`config.mk`:
```
export PLATFORM = sky130hd
export DESIGN_NAME = prime_sum_count_accumulator_flat
export DESIGN_NICKNAME = d
export VERILOG_FILES = /design/src/hdl/psca_pkg.sv /design/src/hdl/psca_if.sv /design/src/hdl/psca_ctrl.sv /design/src/hdl/psca_dpath.sv /design/src/hdl/prime_sum_count_accumulator.sv /design/src/flat_wrapper.sv
export SDC_FILE = /design/constraint.sdc
export NUM_CORES = 1
export LEC_CHECK = 0
export BUFFER_PORTS_ARGS = -buffer_cell sky130_fd_sc_hd__buf_2
export CORE_ASPECT_RATIO = 1.25
export CORE_MARGIN = 1.5
export CORE_UTILIZATION = 50
export DETAILED_ROUTE_END_ITERATION = 7
export PLACE_DENSITY = 0.75
export SYNTH_ARGS = -nofsm -noshare
export SYNTH_HDL_FRONTEND = slang
export SYNTH_HIERARCHICAL = 1
export SYNTH_SLANG_ARGS = --single-unit
```
`constraint.sdc`:
```
create_clock -name clk_i -period 6.8 [get_ports clk_i]
set_clock_uncertainty 0.15 [all_clocks]
set_input_delay 0.34 -clock clk_i [delete_from_list [all_inputs] [get_ports clk_i]]
set_output_delay 0.34 -clock clk_i [all_outputs]
set_load 0.02 [all_outputs]
```
`src/hdl/psca_pkg.sv`:
```
`default_nettype none

package psca_pkg;

  localparam int unsigned ACC_W = 32;
  localparam logic [ACC_W-1:0] ACC_MAX = '1;

  // first odd trial divisor, and its square
  localparam int unsigned FIRST_ODD_DIV = 3;
  localparam int unsigned FIRST_ODD_SQ = FIRST_ODD_DIV * FIRST_ODD_DIV;

  typedef struct packed {
    logic load;
    logic div_init;
    logic div_step;
    logic next_div;
    logic finish;
    logic prime;
  } cmd_t;

  typedef struct packed {
    logic trivial;
    logic trivial_prime;
    logic sq_over;
    logic div_last;
    logic rem_zero;
  } status_t;

endpackage

`default_nettype wire

```
`src/hdl/psca_if.sv`:
```
`default_nettype none

interface psca_in_if #(
  parameter int unsigned VALUE_WIDTH = 16
);
  logic                   valid;
  logic                   ready;
  logic [VALUE_WIDTH-1:0] value;
  logic                   last_item;

  modport source (output valid, output value, output last_item, input ready);
  modport sink (input valid, input value, input last_item, output ready);
endinterface

interface psca_out_if;
  logic        valid;
  logic        ready;
  logic        is_prime;
  logic [31:0] prime_sum;
  logic [31:0] prime_count;
  logic        end_of_array;

  modport source (
    output valid, output is_prime, output prime_sum, output prime_count,
    output end_of_array, input ready
  );
  modport sink (
    input valid, input is_prime, input prime_sum, input prime_count,
    input end_of_array, output ready
  );
endinterface

`default_nettype wire

```
`src/hdl/psca_ctrl.sv`:
```
`default_nettype none

module psca_ctrl (
  input  wire logic              clk_i,
  input  wire logic              rst_ni,
  input  wire logic              in_valid_i,
  output logic                   in_ready_o,
  input  wire logic              out_ready_i,
  output logic                   out_valid_o,
  input  wire psca_pkg::status_t status_i,
  output psca_pkg::cmd_t         cmd_o
);
  import psca_pkg::*;

  typedef enum logic [1:0] {
    S_IDLE,
    S_TEST,
    S_DIV,
    S_DONE
  } state_e;

  state_e state_q, state_d;
  logic   out_valid_q, out_valid_d;
  logic   prime_q, prime_d;

  always_comb begin
    state_d     = state_q;
    prime_d     = prime_q;
    out_valid_d = out_valid_q && !out_ready_i;
    cmd_o       = '0;
    in_ready_o  = 1'b0;
    case (state_q)
      S_IDLE: begin
        in_ready_o = 1'b1;
        if (in_valid_i) begin
          cmd_o.load = 1'b1;
          state_d    = S_TEST;
        end
      end
      S_TEST: begin
        if (status_i.trivial) begin
          prime_d = status_i.trivial_prime;
          state_d = S_DONE;
        end else if (status_i.sq_over) begin
          prime_d = 1'b1;
          state_d = S_DONE;
        end else begin
          cmd_o.div_init = 1'b1;
          state_d        = S_DIV;
        end
      end
      S_DIV: begin
        cmd_o.div_step = 1'b1;
        if (status_i.div_last) begin
          if (status_i.rem_zero) begin
            prime_d = 1'b0;
            state_d = S_DONE;
          end else begin
            cmd_o.next_div = 1'b1;
            state_d        = S_TEST;
          end
        end
      end
      S_DONE: begin
        if (!out_valid_q || out_ready_i) begin
          cmd_o.finish = 1'b1;
          cmd_o.prime  = prime_q;
          out_valid_d  = 1'b1;
          state_d      = S_IDLE;
        end
      end
      default: begin
        state_d = S_IDLE;
      end
    endcase
  end

  always_ff @(posedge clk_i or negedge rst_ni) begin
    if (!rst_ni) begin
      state_q     <= S_IDLE;
      out_valid_q <= 1'b0;
      prime_q     <= 1'b0;
    end else begin
      state_q     <= state_d;
      out_valid_q <= out_valid_d;
      prime_q     <= prime_d;
    end
  end

  assign out_valid_o = out_valid_q;

endmodule

`default_nettype wire

```
`src/hdl/psca_dpath.sv`:
```
`default_nettype none

module psca_dpath #(
  parameter int unsigned VALUE_WIDTH = 16
) (
  input  wire logic                   clk_i,
  input  wire logic                   rst_ni,
  input  wire psca_pkg::cmd_t         cmd_i,
  output psca_pkg::status_t           status_o,
  input  wire logic [VALUE_WIDTH-1:0] value_i,
  input  wire logic                   last_item_i,
  output logic                        is_prime_o,
  output logic [31:0]                 prime_sum_o,
  output logic [31:0]                 prime_count_o,
  output logic                        end_of_array_o
);
  import psca_pkg::*;

  localparam int unsigned VW  = VALUE_WIDTH;
  localparam int unsigned DW  = (VW + 1) / 2 + 2;
  localparam int unsigned SQW = 2 * DW;
  localparam int unsigned CW  = $clog2(VW);

  logic [VW-1:0]  n_q;
  logic           last_q;
  logic [DW-1:0]  div_q;
  logic [SQW-1:0] sq_q;
  logic [DW-1:0]  rem_q, rem_d;
  logic [CW-1:0]  cnt_q;
  logic [ACC_W-1:0] sum_q, count_q;

  logic [DW:0]      shifted;
  logic [DW:0]      diff;
  logic             ge;
  logic [ACC_W:0]   sum_ext;
  logic [ACC_W-1:0] sum_new, count_new;

  // one bit of restoring remainder per cycle, msb first
  assign shifted = {rem_q, n_q[cnt_q]};
  assign diff    = shifted - {1'b0, div_q};
  assign ge      = shifted >= {1'b0, div_q};
  assign rem_d   = ge ? diff[DW-1:0] : shifted[DW-1:0];

  assign status_o.trivial       = ((n_q >> 2) == '0) || !n_q[0];
  assign status_o.trivial_prime = (n_q >> 1) == VW'(1);
  assign status_o.sq_over       = sq_q > SQW'(n_q);
  assign status_o.div_last      = cnt_q == '0;
  assign status_o.rem_zero      = rem_d == '0;

  // saturating accumulate
  assign sum_ext = {1'b0, sum_q} + (ACC_W + 1)'(n_q);
  always_comb begin
    sum_new   = sum_q;
    count_new = count_q;
    if (cmd_i.prime) begin
      sum_new   = sum_ext[ACC_W] ? ACC_MAX : sum_ext[ACC_W-1:0];
      count_new = (count_q == ACC_MAX) ? ACC_MAX : count_q + ACC_W'(1);
    end
  end

  always_ff @(posedge clk_i) begin
    if (cmd_i.load) begin
      n_q    <= value_i;
      last_q <= last_item_i;
      div_q  <= DW'(FIRST_ODD_DIV);
      sq_q   <= SQW'(FIRST_ODD_SQ);
    end else if (cmd_i.next_div) begin
      // (d+2)^2 = d^2 + 4d + 4
      div_q <= div_q + DW'(2);
      sq_q  <= sq_q + (SQW'(div_q) << 2) + SQW'(4);
    end
    if (cmd_i.div_init) begin
      rem_q <= '0;
      cnt_q <= CW'(VW - 1);
    end else if (cmd_i.div_step) begin
      rem_q <= rem_d;
      cnt_q <= cnt_q - CW'(1);
    end
    if (cmd_i.finish) begin
      is_prime_o     <= cmd_i.prime;
      prime_sum_o    <= sum_new;
      prime_count_o  <= count_new;
      end_of_array_o <= last_q;
    end
  end

  always_ff @(posedge clk_i or negedge rst_ni) begin
    if (!rst_ni) begin
      sum_q   <= '0;
      count_q <= '0;
    end else if (cmd_i.finish) begin
      if (last_q) begin
        sum_q   <= '0;
        count_q <= '0;
      end else begin
        sum_q   <= sum_new;
        count_q <= count_new;
      end
    end
  end

endmodule

`default_nettype wire

```
`src/hdl/prime_sum_count_accumulator.sv`:
```
`default_nettype none

// Prime sum and count accumulator. Each input transfer carries an unsigned value and
// a last-of-array mark; for each one the block returns one output transfer with the
// primality of the value, the running sum and count of primes in the current array
// (this value included, both saturating at 2^32-1) and a copy of the mark, after
// which a marked item clears the totals. One item is in work at a time; the output
// register lets the next item start while a result waits. Values below 4 and even
// values go from S_TEST straight to S_DONE with no trial division. Odd values are
// tested against odd divisors 3, 5, 7, ... while the divisor squared is at most the
// value, each by a one-bit-per-cycle restoring remainder unit; a 16-bit prime near
// the top of the range tries about 128 divisors.
module prime_sum_count_accumulator #(
  parameter int unsigned VALUE_WIDTH = 16
) (
  input  wire logic  clk_i,
  input  wire logic  rst_ni,
  psca_in_if.sink    in_i,
  psca_out_if.source out_o
);
  import psca_pkg::*;

  cmd_t    cmd;
  status_t status;

  psca_ctrl u_ctrl (
    .clk_i       (clk_i),
    .rst_ni      (rst_ni),
    .in_valid_i  (in_i.valid),
    .in_ready_o  (in_i.ready),
    .out_ready_i (out_o.ready),
    .out_valid_o (out_o.valid),
    .status_i    (status),
    .cmd_o       (cmd)
  );

  psca_dpath #(
    .VALUE_WIDTH (VALUE_WIDTH)
  ) u_dpath (
    .clk_i          (clk_i),
    .rst_ni         (rst_ni),
    .cmd_i          (cmd),
    .status_o       (status),
    .value_i        (in_i.value),
    .last_item_i    (in_i.last_item),
    .is_prime_o     (out_o.is_prime),
    .prime_sum_o    (out_o.prime_sum),
    .prime_count_o  (out_o.prime_count),
    .end_of_array_o (out_o.end_of_array)
  );

endmodule

`default_nettype wire
```
`src/flat_wrapper.sv`:
```
// flat-port wrapper written by rule: the top's interface ports become plain ports
module prime_sum_count_accumulator_flat import psca_pkg::*;
#(
  parameter int unsigned VALUE_WIDTH = 16
)
  (clk_i, rst_ni, in_i_valid, in_i_value, in_i_last_item, in_i_ready, out_o_valid, out_o_is_prime, out_o_prime_sum, out_o_prime_count, out_o_end_of_array, out_o_ready);
  psca_in_if #(.VALUE_WIDTH(VALUE_WIDTH)) in_i_i ();
  psca_out_if out_o_i ();
  input  wire logic clk_i;
  input  wire logic rst_ni;
  input wire logic [$bits(in_i_i.valid)-1:0] in_i_valid;
  input wire logic [$bits(in_i_i.value)-1:0] in_i_value;
  input wire logic [$bits(in_i_i.last_item)-1:0] in_i_last_item;
  output wire logic [$bits(in_i_i.ready)-1:0] in_i_ready;
  output wire logic [$bits(out_o_i.valid)-1:0] out_o_valid;
  output wire logic [$bits(out_o_i.is_prime)-1:0] out_o_is_prime;
  output wire logic [$bits(out_o_i.prime_sum)-1:0] out_o_prime_sum;
  output wire logic [$bits(out_o_i.prime_count)-1:0] out_o_prime_count;
  output wire logic [$bits(out_o_i.end_of_array)-1:0] out_o_end_of_array;
  input wire logic [$bits(out_o_i.ready)-1:0] out_o_ready;
  assign in_i_i.valid = in_i_valid;
  assign in_i_i.value = in_i_value;
  assign in_i_i.last_item = in_i_last_item;
  assign in_i_ready = in_i_i.ready;
  assign out_o_valid = out_o_i.valid;
  assign out_o_is_prime = out_o_i.is_prime;
  assign out_o_prime_sum = out_o_i.prime_sum;
  assign out_o_prime_count = out_o_i.prime_count;
  assign out_o_end_of_array = out_o_i.end_of_array;
  assign out_o_i.ready = out_o_ready;
  prime_sum_count_accumulator #(.VALUE_WIDTH(VALUE_WIDTH)) u_core (.clk_i(clk_i), .rst_ni(rst_ni), .in_i(in_i_i), .out_o(out_o_i));
endmodule
```
==> impl_metrics.yaml, run 1 <==
run_status:
  outcome: "finished clean"
yosys:
  muxShareOfSynthArea_pct: 2.62
  synth_commonest_cells: "nor2_1 (134), nand2_1 (100), a21oi_1 (83), edfxtp_1 (83), dfrtp_1 (68)"
  synth_compound_area_share_pct: 17.8
  synth_flop_cell: "edfxtp_1"
  ys_warn_count: 6
  synth_area_leader_cell: "edfxtp_1"
  syn-num-nets: 1244
  synth_top_family_by_area: "compound AO/OA/AOI/OAI gates"
  synth_cell_types: 81
  synthArstFlopShare_pct: 35.6
  yosys-top-cells-area: "edfxtp_1 (22%), dfrtp_1 (15%), dfxtp_1 (7.2%)"
  synthSimpleGateAreaFrac_pct: 17.6
  avgSynthCellArea_sq_um: 9.61
  synthAdderAreaFrac_pct: 7.27
  synth_top_area_share_pct: 22.4
  synth_most_common_cell: "nor2_1"
  yosysSeqAreaShare_pct: 44.8
  synthCells: 1160
  synth_edf_count: 83
  synthXorXnorAreaFrac_pct: 5.50
  synth-seq-cells: 191
  netlist_area_sq_um: 11100
critical_path:
  critPathMaxFanout: 10
  r2r-start: "u_core/u_dpath/cnt_q[2]"
  r2r_slack_ps: 1590
  crit_path_end_kind: "register"
  crit_arrival_ps: 5390
  rr_worst_depth: 19
  critPathKind: "reg2reg"
  r2r_end: "u_core/u_dpath/sq_q[16]"
  setup.worst_path.start_class: "register"
  cp.required_ps: 6980
clocking:
  cts_root_buf: "clkbuf_16"
  post_cts_buffers: 0
  cts_sinks: 191
  cts_tree: "done"
  clock_latency_ps: 440
  cts.clk_slew.worst_paths_ps: 70
  cts_inserted_buffers: 17
  h-tree-depth: 4
  clk_path_buf_depth: 2
drt:
  avgViaCountPerCell: 5.78
  drtIter0Drc: 567
  ant_nets: 0
  vias: 8850
  routed_wl_um: 24700
  wl_per_cell_um: 16.1
  dr.pass1.iters: 5
  route.detailed.drc: 0
floorplanning:
  core_area_sq_um: 21700
  die_h_um: 170
  rows: 60
  io_pins: 89
  die_x_um: 137
  design.die.area_sq_um: 23200
  start_util_pct: 51.4
cells_and_area:
  areaGrowthSynthToFinish_pct: 12.4
  diodes: 0
  seq_area_sq_um: 4990
  multi_input_area_sq_um: 5680
  post-route-util_pct: 57.7
  nets: 1322
  fill_cells: 1895
  drive_above_1_share_pct: 13.2
worst_hold_path:
  min_path_type: "in2reg"
  holdPathStages: 3
  hold_start: "out_o_ready"
  hold_path_end: "u_core/u_ctrl/out_valid_o"
timing:
  hold_viol: 0
  fin_crit_sh_pct: 76.6
  fin_setup_tns_ps: 0
  tightestPinTransition_ps: 1070
  period_needed_ps: 5210
  slew_viol_final: 0
  rsz0062_at_grt: "no"
  relSlewSlack_pct: 28.3
  setup_slack_ps: 1590
  max_freq_ghz: 0.192
  setup_viol: 0
flow_run:
  maxCapViolations: 0
power:
  leakage_nw: 5.46
  pwr_density_cell_nw_per_um2: 336
  intPower_mw: 2.55
  p_sw_share_pct: 39.5
  power_frac_clock_pct: 23.0
  power_switching_mw: 1.66
  vdd_drop_max_uv: 279
  p_comb_share_pct: 38.7
  seq_power_share_pct: 38.3
placement:
  gp_congestion: 0.885
  dp_hpwl_um: 17700
  port_buffers: 88
  dp_slack_ps: 1550
global_route:
  antenna_found_initial: 0
  grt_pass1_wl_um: 40900
  grt_use_total_pct: 22.1
  grt_max_degree: 76
  grt_overflow_total: 0
  grt_pass1_vias: 8542
area by class of cell:
type	instances	area share [%]
multi-input combinational	847	45.3
clock buffer	17	3.40
clock inverter	15	1.19
tap	279	2.79
timing repair buffer	114	5.43
inverter	67	2.01
sequential	191	39.9
cells by family (layout without fill, tap and decap cells):
group                    count (synthesis)  after routing
AO/OA/AOI/OAI                          288            288
XOR/XNOR                                70             70
flip-flops                             191            191
buffers and inverters                  122            213
adder cells (fa/ha/maj)                 63             63
AND/OR/NAND/NOR                        404            404
multiplexers                            22             22
per-stage QoR:
step	cell area [sq um]	hold slack, ps	cells	power, mW
2_1_floorplan	11100	-106	1160	2.86
3_3_place_gp	11800	344	1480	3.22
3_5_place_dp	11800	352	1480	3.24
4_1_cts	12500	37.3	1530	4.23
5_1_grt	12500	50.4	1530	4.48
6_report	12500	44.0	1530	4.21
worst max-delay path, cell delays in order, from the launching register on:
cell      delay, ps
dfxtp_1         520
mux4_2          560
o22ai_2         320
nor2_2          100
inv_1           140
fa_1            230
nor2b_1          50
o21ai_0         260
a21boi_0        130
o21ai_0         210
a21boi_0        170
o211ai_1        230
nor4_2           60
o211a_1         230
nand2b_1        160
nor2_1          610
nand4_1         180
o21ai_0         380
nand3_1         140
mux2_2          280
worst max path at each step:
stage / slack, ps / end / start / cells after the start
after floorplan: 930 / u_core/u_dpath/prime_count_o[31] / u_core/u_ctrl/out_valid_o / 13
after global placement: 1730 / u_core/u_dpath/sq_q[16] / u_core/u_dpath/cnt_q[2] / 19
after detailed placement: 1550 / u_core/u_dpath/sq_q[16] / u_core/u_dpath/cnt_q[2] / 19
after CTS: 1540 / u_core/u_dpath/sq_q[16] / u_core/u_dpath/cnt_q[2] / 19
after global routing: 1030 / u_core/u_dpath/sq_q[16] / u_core/u_dpath/cnt_q[2] / 19
final: 1590 / u_core/u_dpath/sq_q[16] / u_core/u_dpath/cnt_q[2] / 19
sequential cells by signal (all words and copies together), names as in the netlist:
register                       cells
u_core/u_ctrl/out_valid_o          1
u_core/u_ctrl/prime_q              1
u_core/u_ctrl/state_q              2
u_core/u_dpath/cnt_q               4
u_core/u_dpath/count_q            32
u_core/u_dpath/div_q               9
u_core/u_dpath/end_of_array_o      1
u_core/u_dpath/is_prime_o          1
u_core/u_dpath/last_q              1
u_core/u_dpath/n_q                16
u_core/u_dpath/prime_count_o      32
u_core/u_dpath/prime_sum_o        32
u_core/u_dpath/rem_q              10
u_core/u_dpath/sq_q               17
u_core/u_dpath/sum_q              32
cells in the final DEF (no fill, tap or decap), types with 40 or more instances in the layout:
| cell | instances |
|---|---|
| ha_1 | 60 |
| edfxtp_1 | 83 |
| inv_1 | 66 |
| a21oi_1 | 83 |
| xnor2_1 | 52 |
| buf_2 | 88 |
| nor2_1 | 133 |
| dfrtp_1 | 68 |
| dfxtp_1 | 40 |
| nand2_1 | 99 |
| o21ai_0 | 57 |
timing repair:
action                                 CTS  global route
hold buffers                            18             0
endpoints found under the hold margin   18             0
resized for setup                        0             0
per-layer routing:
metal | global-route usage, % | up-vias | wire (um)
met5 | 0 | - | 0
met1 | 27.3 | 4235 | 10500
met3 | 3.13 | 53 | 941
met4 | 9.07 | 0 | 685
li1 | - | 4347 | -
met2 | 38.5 | 215 | 12600
power groups by stage:
stage               sequential, mW  clock (mW)  combinational, mW
floorplan                     1.71           0               1.15
global placement              1.63           0               1.59
finish                        1.61       0.969               1.63
CTS                           1.61       0.989               1.63
global route                  1.64        1.04               1.80
detailed placement            1.64           0               1.61
Note: power is estimated with default switching activity, not from simulation.
==> run 2: changes to the inputs <==
--- a/config.mk
+++ b/config.mk
@@ -5,12 +5,13 @@
 export SDC_FILE = /design/constraint.sdc
 export NUM_CORES = 1
 export LEC_CHECK = 0
+export ABC_AREA = 1
 export BUFFER_PORTS_ARGS = -buffer_cell sky130_fd_sc_hd__buf_2
 export CORE_ASPECT_RATIO = 1.25
 export CORE_MARGIN = 1.5
 export CORE_UTILIZATION = 50
 export DETAILED_ROUTE_END_ITERATION = 7
-export PLACE_DENSITY = 0.75
+export PLACE_DENSITY = 0.78
 export SYNTH_ARGS = -nofsm -noshare
 export SYNTH_HDL_FRONTEND = slang
 export SYNTH_HIERARCHICAL = 1
==> constraint.sdc (replaced) <==
create_clock -name clk_i -period 4.3 [get_ports clk_i]
set_clock_uncertainty 0.15 [all_clocks]
set_input_delay 0.215 -clock clk_i [delete_from_list [all_inputs] [get_ports clk_i]]
set_output_delay 0.215 -clock clk_i [all_outputs]
set_load 0.02 [all_outputs]
==> impl_metrics.yaml, run 2 <==
power:
  power_switching_mw: 3.49
  leakage_nw: 6.13
  p_comb_share_pct: 43.0
  vdd_drop_max_uv: 386
  p_sw_share_pct: 43.0
  intPower_mw: 4.62
  power_mw: 8.11
  power_frac_clock_pct: 19.6
  pwr_density_cell_nw_per_um2: 642
  seq_power_share_pct: 37.4
clocking:
  clock_latency_ps: 440
  cts.clk_slew.worst_paths_ps: 80
  h-tree-depth: 4
  cts_sinks: 191
  clk_path_buf_depth: 2
  cts_tree: "done"
  cts_inserted_buffers: 17
  cts_root_buf: "clkbuf_16"
timing:
  relSlewSlack_pct: 42.7
  slew_viol_final: 0
  setup_viol: 0
  fin_setup_tns_ps: 0
  hold_viol: 0
  fin_crit_sh_pct: 90.4
  period_needed_ps: 3890
  rsz0062_at_grt: "no"
  tightestPinTransition_ps: 860
  max_freq_ghz: 0.257
floorplanning:
  rows: 60
  io_pins: 89
  die_x_um: 136
  core_area_sq_um: 21600
  die_h_um: 169
  start_util_pct: 51.2
  design.die.area_sq_um: 23000
yosys:
  syn-num-nets: 1425
  synth_most_common_cell: "nand2_1"
  yosysSeqAreaShare_pct: 45.1
  synth_area_leader_cell: "edfxtp_1"
  netlist_area_sq_um: 11100
  yosys-top-cells-area: "edfxtp_1 (23%), dfrtp_1 (15%), nand2_1 (8.9%)"
  synthCells: 1341
  ys_warn_count: 6
  synth_top_area_share_pct: 22.5
  synth_flop_cell: "edfxtp_1"
  synth-seq-cells: 191
  avgSynthCellArea_sq_um: 8.25
  synth_commonest_cells: "nand2_1 (262), inv_1 (203), nor2_1 (118)"
  synthArstFlopShare_pct: 35.6
  synth_edf_count: 83
  synth_cell_types: 55
critical_path:
  critPathMaxFanout: 12
  crit_arrival_ps: 4060
  cp.depth: 26
  r2r_slack_ps: 410
  critPathKind: "reg2reg"
  r2r-start: "u_core/u_dpath/cnt_q[0]"
  slowest_stage: "dfxtp_2"
  cp.required_ps: 4480
  cp_num_buf_inv: 2
  path_common_cell: "nand2_1"
  r2r_end: "u_core/u_dpath/div_q[9]"
  cp_top_family: "simple AND/OR/NAND/NOR gates"
  setup.worst_path.start_class: "register"
  crit_path_end_kind: "register"
  rr_worst_depth: 26
  critPathMaxStageDelay_ps: 400
placement:
  postPlaceCellArea_sq_um: 11800
  gp_congestion: 0.886
  port_buffers: 88
  dp_cells: 1688
  dp_hpwl_um: 18800
global_route:
  grt_pass1_wl_um: 41600
  grt_pass1_vias: 8774
  grt_max_degree: 73
  grt_use_total_pct: 22.7
  grt_overflow_total: 0
  antenna_found_initial: 0
run_status:
  outcome: "finished clean"
cells_and_area:
  diodes: 0
  nets: 1536
  finalInstanceArea_sq_um: 12600
  fill_cells: 1906
  post-route-util_pct: 58.4
  drive_above_1_share_pct: 13.7
  fin_cells: 1744
  areaGrowthSynthToFinish_pct: 14.1
  layout_common_cells: "nand2_1 (262), inv_1 (203), nor2_1 (116)"
  final_common_cell: "nand2_1"
drt:
  ant_nets: 0
  routed_wl_um: 25600
  route.detailed.drc: 0
  avgViaCountPerCell: 5.43
  dr.pass1.iters: 7
  vias: 9465
  drtIter0Drc: 637
  wl_per_cell_um: 14.7
flow_run:
  maxCapViolations: 0
worst_hold_path:
  min_path_type: "in2async"
==> run 2: cell count changes in the layout (fill, tap and decap cells not counted), sizes merged, moves of 24 or more <==
cell   change
o21ai     +43
nand3     +46
nor3      +24
xnor2     -45
o22ai     +26
nand2    +175
inv      +151
==> run 2: how the worst max path moves through the flow <==
stage / from / endpoint / slack, ps
2_1_floorplan: u_core/u_ctrl/state_q[0] / u_core/u_dpath/count_q[22] / 620
3_3_place_gp: u_core/u_dpath/cnt_q[0] / u_core/u_dpath/div_q[9] / 500
3_5_place_dp: u_core/u_dpath/cnt_q[0] / u_core/u_dpath/div_q[9] / 390
4_1_cts: u_core/u_dpath/cnt_q[0] / u_core/u_dpath/div_q[9] / 370
5_1_grt: u_core/u_dpath/cnt_q[0] / u_core/u_dpath/div_q[9] / 9
6_report: u_core/u_dpath/cnt_q[0] / u_core/u_dpath/div_q[9] / 410
==> run 2: what timing repair did <==
item / CTS / global route
resized for setup: 0 / 3
hold buffers: 20 / 0
endpoints found under the setup margin: 0 / 16
setup buffers: 0 / 3
hold endpoints to repair: 49 / 0
==> run 2: power by group through the flow <==
stage / Combinational [mW] / Sequential (mW) / Clock [mW]
finish: 3.48 / 3.03 / 1.59
global route: 3.91 / 3.11 / 1.69
CTS: 3.45 / 3.03 / 1.62
detailed placement: 3.42 / 3.05 / 0
global placement: 3.34 / 3.05 / 0
floorplan: 2.39 / 3.20 / 0
==> run 2: logic make-up after synthesis <==
group	Yosys count	synth area share (%)
AND/OR/NAND/NOR	567	23.8
buffers and inverters	246	8.67
AO/OA/AOI/OAI	231	11.7
flip-flops	191	45.1
adder cells (fa/ha/maj)	63	7.33
XOR/XNOR	43	3.40
==> run 2: metal layers <==
metal,track usage [%],share of wire [%]
met1,27.5,41
met2,39.6,51
met3,3.76,5.3
met4,9.34,2.5
met5,0,0
==> run 2: per-stage QoR <==
| step | hold WS, ps | worst slack, ps |
|---|---|---|
| 6_report | 233 | 413 |
| 5_1_grt | 315 | 8.53 |
| 4_1_cts | 265 | 371 |
| 3_5_place_dp | 189 | 386 |
| 3_3_place_gp | 178 | 505 |
| 2_1_floorplan | -231 | 624 |
==> run 2: worst reg2reg max path, cell delays in order (launching register included) <==
cell and delay (ps):
dfxtp_2 400, clkinvlp_2 150, nand2_1 60, nand3_1 70, nand2_1 50, nand2_1 70, nand3_2 90, nand2_4 130
inv_1 80, fa_1 390, nor2_1 170, a211oi_2 70, o21ai_0 190, xor2_1 170, nand2_1 70, o21ai_1 100
nor2_1 70, nand2_1 50, nor2_1 80, nor3_2 260, nand3_1 130, nor2_1 180, nand2_1 110, nor3_1 190
nand2_1 100, o21ai_0 140, a21oi_1 60
==> run 2: final cells by class <==
class,count,area [sq um],area share (%)
Clock buffer,17,425,3.37
Clock inverter,15,165,1.31
Inverter,216,811,6.42
Multi-Input combinational cell,904,5140,40.7
Sequential cell,191,5000,39.6
Tap cell,279,349,2.76
Timing Repair Buffer,121,738,5.85
Timing Repair inverter,1,5.00,0.0396
==> run 3: changes to the inputs <==
==> constraint.sdc (replaced) <==
create_clock -name clk_i -period 3.38 [get_ports clk_i]
set_clock_uncertainty 0.15 [all_clocks]
set_input_delay 0.169 -clock clk_i [delete_from_list [all_inputs] [get_ports clk_i]]
set_output_delay 0.169 -clock clk_i [all_outputs]
set_load 0.02 [all_outputs]
==> impl_metrics.yaml, run 3 (synthesis gave the netlist of run 2 again) <==
timing:
  fin_crit_sh_pct: 102
  setup_slack_ps: -52.9
  slew_viol_final: 0
  tightestPinTransition_ps: 869
  fin_hold_ws_ps: 242
  setup_viol: 4
  hold_viol: 0
  relSlewSlack_pct: 42.1
  max_freq_ghz: 0.291
  fin_setup_tns_ps: -105
  rsz0062_at_grt: "yes"
  period_needed_ps: 3430
power:
  intPower_mw: 6.12
  pwr_density_cell_nw_per_um2: 808
  p_comb_share_pct: 45.5
  seq_power_share_pct: 36.1
  power_switching_mw: 4.53
  power_mw: 10.6
  leakage_nw: 6.40
  vdd_drop_max_uv: 486
  power_frac_clock_pct: 18.4
  p_sw_share_pct: 42.5
critical_path:
  path_common_cell: "nand2_1"
  rr_worst_depth: 23
  cp.required_ps: 3560
  setup.worst_path.start_class: "register"
  critPathMaxStageDelay_ps: 410
  crit_start: "u_core/u_dpath/cnt_q[0]"
  r2r-start: "u_core/u_dpath/cnt_q[0]"
  r2r_slack_ps: -50
  crit_chain: "buf_6 -> nand2_2 -> nand3_2 -> nand2_1 -> nand2_1 -> nand3_2 -> nand2_4 -> buf_4 -> ha_2 -> nand4_1 -> buf_4 -> nand4_1 -> nand2_1 -> nand2_1 -> nor2_1 -> nand2_1 -> nor2_2 -> nor3_4 -> buf_6 -> and3_1 -> nand2_2 -> nor3_1 -> nor2_1"
  slowest_stage: "dfxtp_4"
  r2r_end: "u_core/u_dpath/sq_q[17]"
  crit_path_end_kind: "register"
  critPathMaxFanout: 9
  critPathKind: "reg2reg"
  crit_arrival_ps: 3610
drt:
  routed.top_layer: "met4"
  wl_met3_um: 1420
  dr.pass1.iters: 6
  dr_wl_met2_um: 14100
  route.detailed.drc: 0
  vias: 9827
  wl_per_cell_um: 14.9
  routed_wl_um: 26800
  drtIter0Drc: 606
  ant_nets: 0
  wl_met1_um: 10500
  avgViaCountPerCell: 5.45
flow_run:
  maxCapViolations: 0
clocking:
  clk_path_buf_depth: 2
  cts_root_buf: "clkbuf_16"
  clock_latency_ps: 440
  cts.clk_slew.worst_paths_ps: 70
  h-tree-depth: 4
  cts_sinks: 191
  cts_tree: "done"
  cts_inserted_buffers: 17
run_status:
  outcome: "finished with violations"
  violations: "negative setup slack"
cells_and_area:
  fill_cells: 1836
  seq_area_sq_um: 5000
  nets: 1594
  diodes: 0
  fin_cells: 1802
  post-route-util_pct: 60.9
  multi_input_area_sq_um: 5240
  finalInstanceArea_sq_um: 13200
  areaGrowthSynthToFinish_pct: 19.1
  drive_above_1_share_pct: 18.6
  final_common_cell: "nand2_1"
  layout_common_cells: "nand2_1 (258), inv_1 (200), nor2_1 (112)"
floorplanning:
  io_pins: 89
  rows: 60
  core_area_sq_um: 21600
  die_h_um: 169
  design.die.area_sq_um: 23000
  start_util_pct: 51.2
  die_x_um: 136
global_route:
  grt_max_degree: 102
  antenna_found_initial: 0
  grt_pass1_wl_um: 44300
  grt_use_total_pct: 24.1
  grt_pass1_vias: 9621
  grt_overflow_total: 0
placement:
  dp_cells: 1737
  postPlaceCellArea_sq_um: 12200
  dp_slack_ps: -429
  port_buffers: 88
  dp_hpwl_um: 19400
  gp_congestion: 0.903
worst_hold_path:
  min_path_type: "in2async"
==> run 3: worst max path at each step <==
stage / to / cells past startpoint
after floorplan: u_core/u_dpath/div_q[9] / 26
after global placement: u_core/u_dpath/div_q[9] / 27
after detailed placement: u_core/u_dpath/div_q[9] / 26
after CTS: u_core/u_dpath/div_q[9] / 27
after global routing: u_core/u_dpath/div_q[9] / 27
final: u_core/u_dpath/sq_q[17] / 23
==> run 3: repair_timing <==
| item | 4_1_cts | 5_1_grt |
|---|---|---|
| setup endpoints to repair | 26 | 27 |
| pin swaps | 26 | 14 |
| hold buffers | 20 | 0 |
| endpoints found under the hold margin | 54 | 0 |
| gates resized for setup | 24 | 20 |
| buffers inserted | 14 | 0 |
| cloned | 1 | 0 |
==> run 3: worst max-delay path: cells and delay by family (launching register included) <==
| kind | cells | cell delay [ps] |
|---|---|---|
| AND/OR/NAND/NOR | 18 | 1820 |
| buffers and inverters | 4 | 730 |
| adder cells (fa/ha/maj) | 1 | 190 |
| flip-flops | 1 | 410 |
==> run 3: layer usage <==
| layer | up-vias | GRT usage [%] |
|---|---|---|
| met5 | - | 0 |
| met4 | 0 | 10.7 |
| met3 | 67 | 4.39 |
| met2 | 323 | 43.4 |
| met1 | 4619 | 27.7 |
| li1 | 4818 | - |
==> run 3: final cells by class <==
| class | count | area share (%) |
|---|---|---|
| Clock buffer | 20 | 3.39 |
| Sequential cell | 191 | 37.9 |
| Timing Repair Buffer | 179 | 9.09 |
| Multi-Input combinational cell | 905 | 39.8 |
| Tap cell | 279 | 2.65 |
| Inverter | 216 | 6.20 |
| Clock inverter | 12 | 0.940 |
==> run 3: power by group through the flow <==
stage	sequential [mW]	clock (mW)	combinational [mW]
after floorplan	4.06	0	3.05
after global placement	3.83	0	4.50
after detailed placement	3.85	0	4.62
after CTS	3.82	2.00	4.80
after global routing	3.93	2.09	5.40
final	3.84	1.96	4.84
